`src/sv/sts_pkg.sv`:
```
// Shared types and constants for the script token scanner.
// Word structs for both channels, scan mode codes, token kinds, keyword table.
// No dependencies.
`default_nettype none

package sts_pkg;

    // input word: one source byte or the end mark
    typedef struct packed {
        logic [7:0] char_byte;
        logic       end_of_input;
    } in_word_t;

    // output word: one token
    typedef struct packed {
        logic [5:0] token_kind;
        logic [7:0] token_length;
        logic       last;
    } out_word_t;

    // tokens produced by one accepted input word (0, 1 or 2)
    typedef struct packed {
        logic [1:0]      cnt;
        out_word_t [1:0] tok;
    } tok_push_t;

    typedef enum logic [2:0] {
        M_IDLE    = 3'd0,
        M_WORD    = 3'd1,
        M_NUMBER  = 3'd2,
        M_STRING  = 3'd3,
        M_COMMENT = 3'd4,
        M_SKIP    = 3'd5,
        M_DOT     = 3'd6,
        M_OPER    = 3'd7
    } mode_t;

    typedef enum logic [2:0] {
        P_NONE = 3'd0,
        P_EQ   = 3'd1,
        P_GT   = 3'd2,
        P_LT   = 3'd3,
        P_EXCL = 3'd4
    } pend_t;

    // token kinds
    localparam logic [5:0] K_ID     = 6'd0;
    localparam logic [5:0] K_PLUS   = 6'd13;
    localparam logic [5:0] K_MINUS  = 6'd14;
    localparam logic [5:0] K_STAR   = 6'd15;
    localparam logic [5:0] K_SLASH  = 6'd16;
    localparam logic [5:0] K_DOT    = 6'd17;
    localparam logic [5:0] K_COMMA  = 6'd18;
    localparam logic [5:0] K_SEMI   = 6'd19;
    localparam logic [5:0] K_LPAR   = 6'd20;
    localparam logic [5:0] K_RPAR   = 6'd21;
    localparam logic [5:0] K_LBRACE = 6'd22;
    localparam logic [5:0] K_RBRACE = 6'd23;
    localparam logic [5:0] K_LBRACK = 6'd24;
    localparam logic [5:0] K_RBRACK = 6'd25;
    localparam logic [5:0] K_PIPE   = 6'd26;
    localparam logic [5:0] K_AMP    = 6'd27;
    localparam logic [5:0] K_CARET  = 6'd28;
    localparam logic [5:0] K_DOLLAR = 6'd29;
    localparam logic [5:0] K_COLON  = 6'd30;
    localparam logic [5:0] K_AFF    = 6'd31;
    localparam logic [5:0] K_EQ     = 6'd32;
    localparam logic [5:0] K_GT     = 6'd33;
    localparam logic [5:0] K_GE     = 6'd34;
    localparam logic [5:0] K_LT     = 6'd35;
    localparam logic [5:0] K_LE     = 6'd36;
    localparam logic [5:0] K_EXCL   = 6'd37;
    localparam logic [5:0] K_DIFF   = 6'd38;
    localparam logic [5:0] K_NUMBER = 6'd39;
    localparam logic [5:0] K_STRING = 6'd40;
    localparam logic [5:0] K_EOF    = 6'd41;
    localparam logic [5:0] K_ERROR  = 6'd42;

    localparam logic [7:0] EOF_LEN = 8'd3;

    // characters with a role of their own
    localparam logic [7:0] CH_SPACE = 8'h20;
    localparam logic [7:0] CH_TAB   = 8'h09;
    localparam logic [7:0] CH_NL    = 8'h0A;
    localparam logic [7:0] CH_DOT   = 8'h2E;
    localparam logic [7:0] CH_HASH  = 8'h23;
    localparam logic [7:0] CH_QUOTE = 8'h22;
    localparam logic [7:0] CH_EQ    = 8'h3D;
    localparam logic [7:0] CH_GT    = 8'h3E;
    localparam logic [7:0] CH_LT    = 8'h3C;
    localparam logic [7:0] CH_EXCL  = 8'h21;
    localparam logic [7:0] CH_MINUS = 8'h2D;
    localparam logic [7:0] CH_UNDER = 8'h5F;

    // keyword table; text held byte 0 in the low bits, zero padded to 8 bytes
    localparam int NUM_KW = 13;
    localparam logic [63:0] KW_TEXT [NUM_KW] = '{
        64'("EURT"), 64'("ESLAF"), 64'("elihw"), 64'("noitcnuf"),
        64'("nruter"), 64'("fi"), 64'("esle"), 64'("taeper"),
        64'("rof"), 64'("ni"), 64'("tsil"), 64'("c"), 64'("tnirp")
    };
    localparam logic [3:0] KW_LEN [NUM_KW] = '{
        4'd4, 4'd5, 4'd5, 4'd8, 4'd6, 4'd2, 4'd4, 4'd6, 4'd3, 4'd2, 4'd4, 4'd1, 4'd5
    };
    localparam logic [5:0] KW_KIND [NUM_KW] = '{
        6'd1, 6'd1, 6'd2, 6'd3, 6'd4, 6'd5, 6'd6, 6'd7, 6'd8, 6'd9, 6'd10, 6'd11, 6'd12
    };

    // token queue
    localparam int OUT_DEPTH = 4;
    localparam int OUT_AW    = 2;
    localparam int OUT_CW    = 3;

endpackage

`default_nettype wire

```
`src/sv/sts_scan.sv`:
```
// Scanner core: scan state registers and the per-character next-state logic.
// Produces up to two tokens per accepted word. Depends on sts_pkg.
`default_nettype none

module sts_scan
    import sts_pkg::*;
#(
    parameter int MAX_TOKEN_LEN = 255,
    parameter int KEYWORD_CHARS = 8
)
(
    input  wire logic      clk,
    input  wire logic      rst_n,
    input  wire logic      accept,
    input  wire in_word_t  in_word,
    output tok_push_t      push
);

    localparam int LW = $clog2(MAX_TOKEN_LEN + 1);
    localparam int EW = (LW > 8) ? LW : 8;

    mode_t                           mode_reg, mode_next;
    logic [KEYWORD_CHARS-1:0][7:0]   prefix_reg, prefix_next;
    logic [LW-1:0]                   len_reg, len_next;
    logic                            dot_reg, dot_next;
    pend_t                           pend_reg, pend_next;

    function automatic logic is_space(input logic [7:0] ch);
        return (ch == CH_SPACE) || (ch == CH_TAB) || (ch == CH_NL);
    endfunction

    function automatic logic is_letter(input logic [7:0] ch);
        return ((ch >= 8'h61) && (ch <= 8'h7A)) || ((ch >= 8'h41) && (ch <= 8'h5A));
    endfunction

    function automatic logic is_digit(input logic [7:0] ch);
        return (ch >= 8'h30) && (ch <= 8'h39);
    endfunction

    function automatic logic is_number_end(input logic [7:0] ch);
        return (ch == 8'h2B) || (ch == 8'h2A) || (ch == 8'h2D) || (ch == 8'h3C)
            || (ch == 8'h3E) || (ch == 8'h2F) || (ch == 8'h3B) || (ch == 8'h29)
            || (ch == 8'h7D) || (ch == 8'h2C) || (ch == 8'h5D) || (ch == 8'h5E)
            || (ch == 8'h3A) || (ch == 8'h21) || (ch == 8'h3D);
    endfunction

    // {valid, kind} for single-character operators
    function automatic logic [6:0] single_kind(input logic [7:0] ch);
        logic [6:0] r;
        r = {1'b0, K_ERROR};
        unique case (ch)
            8'h2B:   r = {1'b1, K_PLUS};
            8'h2D:   r = {1'b1, K_MINUS};
            8'h2A:   r = {1'b1, K_STAR};
            8'h2F:   r = {1'b1, K_SLASH};
            8'h2C:   r = {1'b1, K_COMMA};
            8'h3B:   r = {1'b1, K_SEMI};
            8'h28:   r = {1'b1, K_LPAR};
            8'h29:   r = {1'b1, K_RPAR};
            8'h7B:   r = {1'b1, K_LBRACE};
            8'h7D:   r = {1'b1, K_RBRACE};
            8'h5B:   r = {1'b1, K_LBRACK};
            8'h5D:   r = {1'b1, K_RBRACK};
            8'h7C:   r = {1'b1, K_PIPE};
            8'h26:   r = {1'b1, K_AMP};
            8'h5E:   r = {1'b1, K_CARET};
            8'h24:   r = {1'b1, K_DOLLAR};
            8'h3A:   r = {1'b1, K_COLON};
            default: r = {1'b0, K_ERROR};
        endcase
        return r;
    endfunction

    function automatic logic [7:0] sat8(input logic [LW-1:0] v);
        logic [EW-1:0] e;
        e = EW'(v);
        return (e > EW'(255)) ? 8'hFF : e[7:0];
    endfunction

    logic [7:0]                    c;
    logic [LW-1:0]                 len_inc;
    logic [5:0]                    word_kind;
    logic                          kw_hit;
    logic [6:0]                    sk;
    // start of a new token from c
    mode_t                         st_mode;
    logic [KEYWORD_CHARS-1:0][7:0] st_prefix;
    logic [LW-1:0]                 st_len;
    pend_t                         st_pend;
    logic                          st_emit;
    logic [5:0]                    st_kind;
    // emission slots
    logic [5:0]                    e_kind [2];
    logic [7:0]                    e_len  [2];
    logic [1:0]                    n;
    logic                          restart;
    logic                          clear;
    logic                          to_skip;
    logic [5:0]                    pend_kind;

    always_comb
    begin
        c       = in_word.char_byte;
        len_inc = (len_reg < LW'(MAX_TOKEN_LEN)) ? len_reg + 1'b1 : len_reg;

        // keyword lookup on the stored prefix and length
        word_kind = K_ID;
        kw_hit    = 1'b0;
        for (int i = 0; i < NUM_KW; i++)
        begin
            if (!kw_hit && (len_reg == LW'(KW_LEN[i])) && (prefix_reg[7:0] == KW_TEXT[i]))
            begin
                kw_hit    = 1'b1;
                word_kind = KW_KIND[i];
            end
        end

        unique case (pend_reg)
            P_EQ:    pend_kind = K_AFF;
            P_GT:    pend_kind = K_GT;
            P_LT:    pend_kind = K_LT;
            P_EXCL:  pend_kind = K_EXCL;
            default: pend_kind = K_ERROR;
        endcase

        // what c does when it opens a token
        sk        = single_kind(c);
        st_mode   = M_IDLE;
        st_prefix = '0;
        st_len    = '0;
        st_pend   = P_NONE;
        st_emit   = 1'b0;
        st_kind   = K_ERROR;
        priority if (is_space(c))
        begin
            st_mode = M_IDLE;
        end
        else if (is_letter(c))
        begin
            st_mode      = M_WORD;
            st_prefix[0] = c;
            st_len       = LW'(1);
        end
        else if (c == CH_DOT)
        begin
            st_mode = M_DOT;
        end
        else if (is_digit(c))
        begin
            st_mode = M_NUMBER;
            st_len  = LW'(1);
        end
        else if (c == CH_HASH)
        begin
            st_mode = M_COMMENT;
        end
        else if (c == CH_QUOTE)
        begin
            st_mode = M_STRING;
        end
        else if ((c == CH_EQ) || (c == CH_GT) || (c == CH_LT) || (c == CH_EXCL))
        begin
            st_mode = M_OPER;
            priority if (c == CH_EQ) st_pend = P_EQ;
            else if (c == CH_GT)     st_pend = P_GT;
            else if (c == CH_LT)     st_pend = P_LT;
            else                     st_pend = P_EXCL;
        end
        else if (sk[6])
        begin
            st_emit = 1'b1;
            st_kind = sk[5:0];
        end
        else
        begin
            st_emit = 1'b1;
            st_kind = K_ERROR;
            st_mode = M_SKIP;
        end

        mode_next   = mode_reg;
        prefix_next = prefix_reg;
        len_next    = len_reg;
        dot_next    = dot_reg;
        pend_next   = pend_reg;
        e_kind[0]   = K_ERROR;
        e_kind[1]   = K_ERROR;
        e_len[0]    = '0;
        e_len[1]    = '0;
        n           = 2'd0;
        restart     = 1'b0;
        clear       = 1'b0;
        to_skip     = 1'b0;

        if (in_word.end_of_input)
        begin
            n = 2'd1;
            unique case (mode_reg)
                M_WORD:   begin e_kind[0] = word_kind; e_len[0] = sat8(len_reg); end
                M_NUMBER: begin e_kind[0] = K_NUMBER;  e_len[0] = sat8(len_reg); end
                M_STRING: begin e_kind[0] = K_ERROR;   e_len[0] = sat8(len_reg); end
                M_DOT:    begin e_kind[0] = K_DOT;     e_len[0] = 8'd1; end
                M_OPER:   begin e_kind[0] = pend_kind; e_len[0] = 8'd1; end
                M_IDLE, M_COMMENT, M_SKIP: n = 2'd0;
            endcase
            e_kind[n[0]] = K_EOF;
            e_len[n[0]]  = EOF_LEN;
            n            = n + 2'd1;
            clear        = 1'b1;
        end
        else
        begin
            unique case (mode_reg)
                M_WORD:
                begin
                    if (is_letter(c) || is_digit(c) || (c == CH_UNDER) || (c == CH_DOT))
                    begin
                        for (int i = 0; i < KEYWORD_CHARS; i++)
                        begin
                            if (len_reg == LW'(i))
                                prefix_next[i] = c;
                        end
                        len_next = len_inc;
                    end
                    else
                    begin
                        e_kind[0] = word_kind;
                        e_len[0]  = sat8(len_reg);
                        n         = 2'd1;
                        restart   = 1'b1;
                    end
                end
                M_NUMBER:
                begin
                    priority if (is_digit(c))
                    begin
                        len_next = len_inc;
                    end
                    else if (c == CH_DOT)
                    begin
                        len_next = len_inc;
                        if (dot_reg)
                        begin
                            // second dot: error, dot counted
                            e_kind[0] = K_ERROR;
                            e_len[0]  = sat8(len_inc);
                            n         = 2'd1;
                            clear     = 1'b1;
                            to_skip   = 1'b1;
                        end
                        else
                        begin
                            dot_next = 1'b1;
                        end
                    end
                    else if (is_space(c))
                    begin
                        e_kind[0] = K_NUMBER;
                        e_len[0]  = sat8(len_reg);
                        n         = 2'd1;
                        clear     = 1'b1;
                    end
                    else if (is_number_end(c))
                    begin
                        e_kind[0] = K_NUMBER;
                        e_len[0]  = sat8(len_reg);
                        n         = 2'd1;
                        restart   = 1'b1;
                    end
                    else
                    begin
                        e_kind[0] = K_ERROR;
                        e_len[0]  = sat8(len_reg);
                        n         = 2'd1;
                        clear     = 1'b1;
                        to_skip   = 1'b1;
                    end
                end
                M_STRING:
                begin
                    if (c == CH_QUOTE)
                    begin
                        e_kind[0] = K_STRING;
                        e_len[0]  = sat8(len_reg);
                        n         = 2'd1;
                        clear     = 1'b1;
                    end
                    else
                    begin
                        len_next = len_inc;
                    end
                end
                M_COMMENT:
                begin
                    clear = (c == CH_NL);
                end
                M_SKIP:
                begin
                    clear = is_space(c);
                end
                M_DOT:
                begin
                    priority if (is_letter(c))
                    begin
                        mode_next      = M_WORD;
                        prefix_next    = '0;
                        prefix_next[0] = CH_DOT;
                        prefix_next[1] = c;
                        len_next       = LW'(2);
                        dot_next       = 1'b0;
                        pend_next      = P_NONE;
                    end
                    else if (is_digit(c))
                    begin
                        mode_next   = M_NUMBER;
                        prefix_next = '0;
                        len_next    = LW'(2);
                        dot_next    = 1'b1;
                        pend_next   = P_NONE;
                    end
                    else
                    begin
                        e_kind[0] = K_DOT;
                        e_len[0]  = 8'd1;
                        n         = 2'd1;
                        restart   = 1'b1;
                    end
                end
                M_OPER:
                begin
                    if (((c == CH_EQ) && (pend_reg != P_NONE))
                        || ((c == CH_MINUS) && (pend_reg == P_LT)))
                    begin
                        e_len[0] = 8'd2;
                        n        = 2'd1;
                        clear    = 1'b1;
                        priority if (c == CH_MINUS) e_kind[0] = K_AFF;
                        else if (pend_reg == P_EQ)  e_kind[0] = K_EQ;
                        else if (pend_reg == P_GT)  e_kind[0] = K_GE;
                        else if (pend_reg == P_LT)  e_kind[0] = K_LE;
                        else                        e_kind[0] = K_DIFF;
                    end
                    else
                    begin
                        e_kind[0] = pend_kind;
                        e_len[0]  = 8'd1;
                        n         = 2'd1;
                        restart   = 1'b1;
                    end
                end
                M_IDLE:
                begin
                    restart = 1'b1;
                end
            endcase
        end

        if (clear)
        begin
            mode_next   = to_skip ? M_SKIP : M_IDLE;
            prefix_next = '0;
            len_next    = '0;
            dot_next    = 1'b0;
            pend_next   = P_NONE;
        end

        if (restart)
        begin
            mode_next   = st_mode;
            prefix_next = st_prefix;
            len_next    = st_len;
            dot_next    = 1'b0;
            pend_next   = st_pend;
            if (st_emit)
            begin
                e_kind[n[0]] = st_kind;
                e_len[n[0]]  = 8'd1;
                n            = n + 2'd1;
            end
        end

        push.cnt    = accept ? n : 2'd0;
        push.tok[0] = '{token_kind: e_kind[0], token_length: e_len[0], last: (n == 2'd1)};
        push.tok[1] = '{token_kind: e_kind[1], token_length: e_len[1], last: 1'b1};
    end

    always_ff @(posedge clk or negedge rst_n)
    begin
        if (!rst_n)
        begin
            mode_reg   <= M_IDLE;
            prefix_reg <= '0;
            len_reg    <= '0;
            dot_reg    <= 1'b0;
            pend_reg   <= P_NONE;
        end
        else if (accept)
        begin
            mode_reg   <= mode_next;
            prefix_reg <= prefix_next;
            len_reg    <= len_next;
            dot_reg    <= dot_next;
            pend_reg   <= pend_next;
        end
    end

endmodule

`default_nettype wire

```
`src/sv/sts_out_fifo.sv`:
```
// Token queue: takes up to two tokens a cycle, hands out one a cycle while stall is low.
// Depends on sts_pkg.
`default_nettype none

module sts_out_fifo
    import sts_pkg::*;
(
    input  wire logic      clk,
    input  wire logic      rst_n,
    input  wire tok_push_t push,
    output out_word_t      word,
    output logic           valid,
    input  wire logic      stall,
    output logic           no_room
);

    out_word_t             mem [OUT_DEPTH];
    logic [OUT_AW-1:0]     wr_ptr_reg, wr_ptr_next;
    logic [OUT_AW-1:0]     rd_ptr_reg, rd_ptr_next;
    logic [OUT_CW-1:0]     count_reg, count_next;
    logic                  pop;

    assign valid   = (count_reg != '0);
    assign word    = mem[rd_ptr_reg];
    assign pop     = valid && !stall;
    // a word may bring two tokens
    assign no_room = (count_reg > OUT_CW'(OUT_DEPTH - 2));

    always_comb
    begin
        wr_ptr_next = wr_ptr_reg + OUT_AW'(push.cnt);
        rd_ptr_next = rd_ptr_reg + OUT_AW'(pop);
        count_next  = count_reg + OUT_CW'(push.cnt) - OUT_CW'(pop);
    end

    always_ff @(posedge clk)
    begin
        if (push.cnt != 2'd0)
            mem[wr_ptr_reg] <= push.tok[0];
        if (push.cnt == 2'd2)
            mem[wr_ptr_reg + 1'b1] <= push.tok[1];
    end

    always_ff @(posedge clk or negedge rst_n)
    begin
        if (!rst_n)
        begin
            wr_ptr_reg <= '0;
            rd_ptr_reg <= '0;
            count_reg  <= '0;
        end
        else
        begin
            wr_ptr_reg <= wr_ptr_next;
            rd_ptr_reg <= rd_ptr_next;
            count_reg  <= count_next;
        end
    end

endmodule

`default_nettype wire

```
`src/sv/script_token_scanner.sv`:
```
// Top level of the script token scanner: scanner core plus token queue.
// Depends on sts_pkg, sts_scan and sts_out_fifo.
//
//   channel | dir | valid       | stall       | word
//   --------+-----+-------------+-------------+----------------------------
//   chars   | in  | char_valid  | char_stall  | char_word  (in_word_t)
//   tokens  | out | token_valid | token_stall | token_word (out_word_t)
//
// One character word is taken per cycle while char_stall is low. Its tokens
// are written into a four-deep queue at the same edge and reach the token
// port in order. A character can close one token and open another,
// so char_stall rises whenever fewer than two queue slots are free; with
// token_stall low the queue drains at one token a cycle.
// Reset empties the queue and puts the scanner between tokens.
`default_nettype none

module script_token_scanner
    import sts_pkg::*;
#(
    parameter int MAX_TOKEN_LEN = 255,
    parameter int KEYWORD_CHARS = 8
)
(
    input  wire logic      clk,
    input  wire logic      rst_n,
    input  wire logic      char_valid,
    output logic           char_stall,
    input  wire in_word_t  char_word,
    output logic           token_valid,
    input  wire logic      token_stall,
    output out_word_t      token_word
);

    logic      accept;
    tok_push_t push;
    logic      no_room;

    // the scanner only moves on an accepted character
    assign char_stall = no_room;
    assign accept     = char_valid && !no_room;

    sts_scan #(
        .MAX_TOKEN_LEN (MAX_TOKEN_LEN),
        .KEYWORD_CHARS (KEYWORD_CHARS)
    ) u_scan (
        .clk     (clk),
        .rst_n   (rst_n),
        .accept  (accept),
        .in_word (char_word),
        .push    (push)
    );

    sts_out_fifo u_fifo (
        .clk     (clk),
        .rst_n   (rst_n),
        .push    (push),
        .word    (token_word),
        .valid   (token_valid),
        .stall   (token_stall),
        .no_room (no_room)
    );

endmodule

`default_nettype wire

```
`config.mk`:
```
export PLATFORM = sky130hd
export DESIGN_NAME = script_token_scanner
export DESIGN_NICKNAME = d
export VERILOG_FILES = /design/src/sv/sts_pkg.sv /design/src/sv/sts_scan.sv /design/src/sv/sts_out_fifo.sv /design/src/sv/script_token_scanner.sv
export SDC_FILE = /design/constraint.sdc
export NUM_CORES = 1
export LEC_CHECK = 0
export BUFFER_PORTS_ARGS = -buffer_cell sky130_fd_sc_hd__buf_2
export CAP_MARGIN = 15
export CORE_UTILIZATION = 55
export DETAILED_ROUTE_END_ITERATION = 6
export HOLD_SLACK_MARGIN = 0.05
export PLACE_DENSITY = 0.82
export SLEW_MARGIN = 25
export SYNTH_ARGS = -nofsm -noshare
export SYNTH_HDL_FRONTEND = slang
export SYNTH_SLANG_ARGS = --single-unit
export TNS_END_PERCENT = 10
```
`constraint.sdc`:
```
create_clock -name clk -period 4.5 [get_ports clk]
set_clock_uncertainty 0.15 [all_clocks]
set_input_delay 0.9 -clock clk [delete_from_list [all_inputs] [get_ports clk]]
set_output_delay 0.9 -clock clk [all_outputs]
set_load 0.05 [all_outputs]
```
==> results by group, run 1 <==
Place
  – DP HPWL: between 20 and 25 mm
  – Pre-CTS WS: 0.0513 ns
  – I/O Buffers: 29
  – RePlAce Congestion: 0.984
  – Cells after DPL: about 1300

Run
  – Max-cap viol count: 0

Worst hold path
  – Hold Crit Depth: 2
  – Hold WC Path Type: reg2reg

Global routing
  – Gr usage total: 35.9%
  – GRT overflow: 0
  – First-pass GRT wire length: 48.5 mm
  – Initial antenna violation count: 0
  – Vias in the first global route: 8902
  – Largest net degree at the start of global routing: 70

Drt
  – Total Wirelength: 30.9 mm
  – Via count: 9311
  – Routed Antenna Nets: 0
  – Initial DRT Pass Iterations: 7
  – Mean routed wirelength per cell: 23.3 um
  – Drc violations: 4
  – Initial drt markers: 1246
  – Via-per-instance ratio: 7.04

Clocking
  – Num CTS Buffers: 17
  – Clock latency on the worst-skew pair: 0.44 ns
  – CTS HTree Levels: 4
  – Post-CTS Setup Inserts: 0
  – Hold buffer count at cts: 0
  – Max clock buf depth: 2
  – Worst-path clk slew: roughly 0.06 ns
  – CTS tree: done
  – CTS sink cnt: 146
  – Post-CTS resize count: 0
  – CTS root buf: clkbuf_16

Finish
  – Most common cell after layout, fill and taps aside: nand2_1
  – Fill count: 1372
  – Max reg flops: 64
  – Core Util, Final: 64.2%
  – Most frequent cells in the layout: 127 x nand2_1, 86 x dfrtp_1, 79 x o21ai_0
  – Final Non-Filler Cells: between 1000 and 1500
  – Diode count: 0
  – Multi-input gate area: 0.00509 mm^2
  – Layout area overhead: 13.8%
  – Layout cells sized above 1: 16.7%
  – NumNets Final: 1114
  – Reg area: 0.00391 mm^2

Synth
  – Post-synth cell types: 88
  – Ys async rst share: 58.9%
  – Post-Synthesis Cell Area: 0.00937 mm^2
  – Synth Instances: 1031
  – Syn_area_per_cell: roughly 9.1 um^2
  – Prevailing post-synth register cell: dfrtp_1
  – Yosys warns: 0
  – Number of synthesized flops with an enable pin: 56
  – Syn Nets: between 1000 and 1500
  – Yosys reg bits: 146
  – Sequential fraction of the synthesis area: 41.8%

Timing
  – Final setup viols: 0
  – Final WS setup: 0.478 ns
  – Fin. max-slew vios: 0
  – Fin Setup TNS: 0 ns
  – Unrepaired setup endpoints after global routing: no
  – Worst Tran Pin Value: 0.971 ns
  – Slew margin rel.: 35.3%
  – Final period utilization: slightly below 90%
  – Hold Worst Slack: between 0.3 and 0.4 ns
  – Final Critical Period: 4.02 ns
  – Hold Fails Final Rpt: 0
  – F_max: 0.249 GHz

Critical path
  – Worst Path Arrival: 4.19 ns
  – Worst Setup Path Type: in2reg
  – Crit. End Element: register
  – Worst Setup Start Kind: input port
  – Cells on worst reg2reg path: 15
  – CP required: about 4.7 ns
  – CP max FO: 4

Power
  – Leak: 0.00408 uW
  – Sw Share: 45.6%
  – Internal power: 3700 uW
  – Max IR drop VDD: 366 uV
  – Power per Cell Area: 638 mW/mm^2
  – Clock power share: a little over a fifth
  – P_sw: 3100 uW
  – Logic pwr share: 43.5%
  – Reg power frac: approximately a third

Die
  – Number of top-level pins: 30
  – # rows: 47
  – Starting density of the core: 56.5%
  – Die footprint: 0.0176 mm^2
  – Core area: 0.0166 mm^2
  – Die Wd: 132 um
  – Die Height: 132 um

Outcome
  – Violated checks: DRC
  – Status: finished, violations left
==> routing by layer <==
layer  share of wire (%)  up-vias  GRT usage [%]
li1                    -     4045              -
met2                  46      657           55.9
met3                  11      119           8.77
met1                  39     4490           47.8
met5                   0        -              0
met4                 3.7        0           15.9
==> power by group through the flow <==
| stage | registers (uW) | logic, uW | clock network [uW] |
|---|---|---|---|
| detailed placement | 2360 | 2860 | 0 |
| floorplan | 2060 | 2160 | 0 |
| CTS | 2340 | 2890 | 1470 |
| finish | 2380 | 2960 | 1460 |
| global route | 2410 | 3170 | 1520 |
| global placement | 2350 | 2800 | 0 |
==> path summary, 6_finish.rpt <==
check	from	end	slack [ns]
worst max-delay path	char_word[7]	u_fifo.count_reg[2]	0.48
worst min-delay path	u_fifo.mem[3][0]	u_fifo.mem[3][0]	0.33
worst max register to register	u_scan.mode_reg[1]	u_fifo.count_reg[2]	0.50
worst min register to register	u_fifo.mem[3][0]	u_fifo.mem[3][0]	0.33
max in group asynchronous	rst_n	u_scan.prefix_reg[39]	2.98
min in group asynchronous	rst_n	u_scan.prefix_reg[47]	0.44
==> cells in the mapped netlist, types with 10 or more instances <==
| library cell | count | area [um^2] |
|---|---|---|
| o22ai_1 | 40 | 250 |
| a31oi_1 | 11 | 68.8 |
| mux4_2 | 15 | 338 |
| nand4_1 | 25 | 156 |
| a21oi_1 | 40 | 200 |
| nor2b_1 | 43 | 269 |
| nand2_1 | 127 | 477 |
| nor2_1 | 77 | 289 |
| nor4_1 | 24 | 150 |
| edfxtp_1 | 56 | 1680 |
| clkbuf_1 | 32 | 120 |
| nor3_1 | 23 | 115 |
| buf_2 | 14 | 70.1 |
| dfrtp_1 | 86 | 2150 |
| a31o_2 | 10 | 87.6 |
| o21ai_0 | 79 | 395 |
| nand3_1 | 38 | 190 |
| inv_1 | 25 | 93.8 |
| and2_1 | 21 | 131 |
| o211ai_1 | 13 | 97.6 |
==> worst max-delay path, cell delays in order <==
cell and delay [ns]:
buf_2 0.11, or4b_1 0.60, or4_1 0.55, nand2_1 0.13, and4_1 0.32, o221ai_2 0.13
nand2_1 0.08, and2_1 0.14, inv_1 0.05, ha_1 0.28, inv_1 0.06, ha_1 0.14
inv_1 0.05, fa_1 0.38, xor2_1 0.16, xnor2_1 0.12
==> final cells by class <==
type,instances,share of cell area [%]
inverters,26,0.916
multi-input cells,802,47.8
repair buffers,98,6.37
clock inverters,14,1.61
flip-flops and latches,146,36.7
well taps,220,2.58
clock buffers,17,3.99
==> cells by family (layout without fill, tap and decap cells) <==
kind of cell	after synthesis	count (layout)	synth area share, %
AOI/OAI and AO/OA	283	283	20.0
xor gates and xnor gates	10	10	0.935
adders and majority gates	10	10	1.42
buffers and inverters	83	155	3.83
DFF	146	146	41.8
muxes	16	16	3.71
and+or+nand+nor	483	483	28.3
==> metrics by stage <==
step / area, um^2 / power [uW]
after floorplan: 9370 / 4220
after global placement: 10100 / 5140
after detailed placement: 10100 / 5220
after CTS: 10700 / 6700
after global routing: 10700 / 7090
final: 10700 / 6800
Power figures use the tool's default switching activity.
==> run 2: changes to the inputs <==
SYNTH_HIERARCHICAL = 1   (was not set)
==> results by group, run 2 <==
Finish
  – Diode count: 0
  – Layout area overhead: 13.2%
  – Fill count: 1429
  – Most frequent cells in the layout: 85 x dfrtp_1, 69 x buf_4, 68 x mux2_2
  – Reg area: 0.00396 mm^2
  – NumNets Final: 1086
  – Max reg flops: 64
  – Core Util, Final: ~64%
  – Layout cells sized above 1: between 20% and 30%
  – Final Non-Filler Cells: 1306
  – Most common cell after layout, fill and taps aside: dfrtp_1
  – Multi-input gate area: 0.00578 mm^2

Die
  – Number of top-level pins: 30
  – Die Height: 138 um
  – Starting density of the core: a little under three fifths
  – Core area: 0.0181 mm^2
  – Die footprint: 0.0191 mm^2
  – Die Wd: between 100 and 150 um
  – # rows: 49

Place
  – DP HPWL: 21.3 mm
  – RePlAce Congestion: 0.996
  – Pre-CTS WS: -0.217 ns
  – I/O Buffers: 29
  – Cells after DPL: 1274

Power
  – Leak: 0.00447 uW
  – Max IR drop VDD: 401 uV
  – Sw Share: between 40% and 50%
  – Clock power share: 20.7%
  – Total power: 6820 uW
  – Internal power: 3830 uW
  – P_sw: 3000 uW
  – Logic pwr share: 45.1%
  – Reg power frac: about 34%
  – Power per Cell Area: around 590 mW/mm^2

Timing
  – Hold Fails Final Rpt: 0
  – Hold Worst Slack: between 0.3 and 0.4 ns
  – Fin. max-slew vios: 0
  – Final Critical Period: 4.27 ns
  – Worst Tran Pin Value: around 1.1 ns
  – Final period utilization: 94.9%
  – Final WS setup: about 0.23 ns
  – Slew margin rel.: 27.3%
  – Final setup viols: 0
  – F_max: 0.234 GHz
  – Unrepaired setup endpoints after global routing: no

Synth
  – Yosys warns: 6
  – Yosys reg bits: 146
  – Syn_area_per_cell: 10.1 um^2
  – Top cells by area, synth: dfrtp_1 21%, edfxtp_1 18%, mux2_2 7.5%
  – Post-synth cell types: 87
  – Prevailing post-synth register cell: dfrtp_1
  – Sequential fraction of the synthesis area: roughly two fifths
  – Top cells by count, synth: 86 x dfrtp_1, 68 x mux2_2, 65 x nor2_1
  – Synth Instances: 1008
  – Post-Synthesis Cell Area: 0.0102 mm^2
  – Post-synthesis cell type with the largest combined area: dfrtp_1
  – Top cell type's share of synthesized area: between 20% and 30%
  – Number of synthesized flops with an enable pin: 60
  – Ys async rst share: around three fifths
  – Most numerous cell in the Yosys netlist: dfrtp_1

Clocking
  – CTS tree: done
  – Max clock buf depth: 2
  – Num CTS Buffers: 17
  – CTS sink cnt: 146
  – CTS root buf: clkbuf_16
  – CTS HTree Levels: 4
  – Post-CTS Setup Inserts: 0
  – Hold buffer count at cts: 0
  – Clock latency on the worst-skew pair: 0.44 ns
  – Worst-path clk slew: 0.07 ns

Drt
  – Drc violations: 6
  – Via-per-instance ratio: 6.84
  – Via count: 8935
  – Initial DRT Pass Iterations: 7
  – Routed Antenna Nets: 0
  – Initial drt markers: around 1100
  – Total Wirelength: a little under 30 mm
  – Mean routed wirelength per cell: 22.8 um

Critical path
  – Slowest cell delay on critical path: 0.59 ns
  – CP max FO: 4
  – CP required: approximately 4.7 ns
  – Crit path buffers/inverters: 3
  – Worst Setup Start Kind: input port
  – Worst Path Arrival: between 4 and 5 ns
  – Critical path, cell by cell: buf_2, or4b_1, or3_1, o21ai_0, nor2_1, a221oi_2, ha_1, nand3_1, a21oi_1, inv_1, ha_1, inv_1, fa_1, xnor2_1, xnor2_1
  – Worst Setup Path Type: in2reg
  – Crit path max-delay family: simple AND/OR/NAND/NOR gates
  – Worst path slowest cell: or4b_1
  – Crit. End Element: register

Global routing
  – Largest net degree at the start of global routing: 87
  – Vias in the first global route: 8781
  – Initial antenna violation count: 0
  – GRT overflow: 0
  – Gr usage total: 32.2%
  – First-pass GRT wire length: 48.0 mm

Run
  – Max-cap viol count: 0

Outcome
  – Violated checks: DRC
  – Status: finished, violations left

Worst hold path
  – Hold WC Path Type: in2async
==> run 2: kinds of logic (layout without fill, tap and decap cells) <==
group,Yosys count,count (layout),synth area share (%)
AO/OA/AOI/OAI,213,213,15.1
AND/OR/NAND/NOR,386,386,22.3
adder cells (fa/ha/maj),9,9,1.18
buffers and inverters,115,179,5.57
other,2,7,0.0735
multiplexers,126,126,16.1
flip-flops,146,146,38.7
XOR/XNOR,11,11,0.943
==> run 2: area by class of cell <==
type / count / area share, %
inverters: 43 / 1.40
repair buffers: 104 / 6.82
flip-flops and latches: 146 / 34.2
clock inverters: 15 / 1.47
well taps: 229 / 2.48
clock buffers: 17 / 3.68
multi-input cells: 752 / 50.0
==> run 2: final timing paths <==
kind | from | endpoint | slack [ns] | cells after the start
worst min-delay path | rst_n | u_scan/prefix_reg[43] | 0.34 | 1
max in group asynchronous | rst_n | u_fifo/rd_ptr_reg[0] | 3.22 | 1
worst min register to register | u_scan/prefix_reg[55] | u_scan/prefix_reg[55] | 0.34 | 1
min in group clk | u_scan/prefix_reg[55] | u_scan/prefix_reg[55] | 0.34 | 1
worst max-delay path | char_word[5] | u_fifo/count_reg[2] | 0.23 | 15
worst max register to register | u_scan/mode_reg[2] | u_fifo/count_reg[2] | 0.63 | 14
==> run 2: repair_timing <==
action	in CTS	in global routing
endpoints found under the setup margin	0	28
gates resized for setup	0	1
hold endpoints to repair	0	0
==> run 2: power by group through the flow <==
stage | Sequential, uW | Clock (uW) | Combinational, uW
global route | 2380 | 1480 | 3280
global placement | 2320 | 0 | 2940
floorplan | 2060 | 0 | 2410
finish | 2330 | 1410 | 3080
CTS | 2310 | 1430 | 3040
detailed placement | 2340 | 0 | 3000
==> run 2: metrics by stage <==
stage	cell area [um^2]	setup TNS [ns]
finish	11600	0
detailed placement	11000	-13.82
global placement	11000	-2.19
floorplan	10300	-0.717
global route	11600	0
CTS	11600	0
==> run 2: layer usage <==
layer	vias up	track usage, %	wire [um]
met2	493	53.8	14300
met4	0	14.5	1280
met5	-	0	0
li1	4010	-	-
met3	114	5.40	2380
met1	4318	41.0	11900
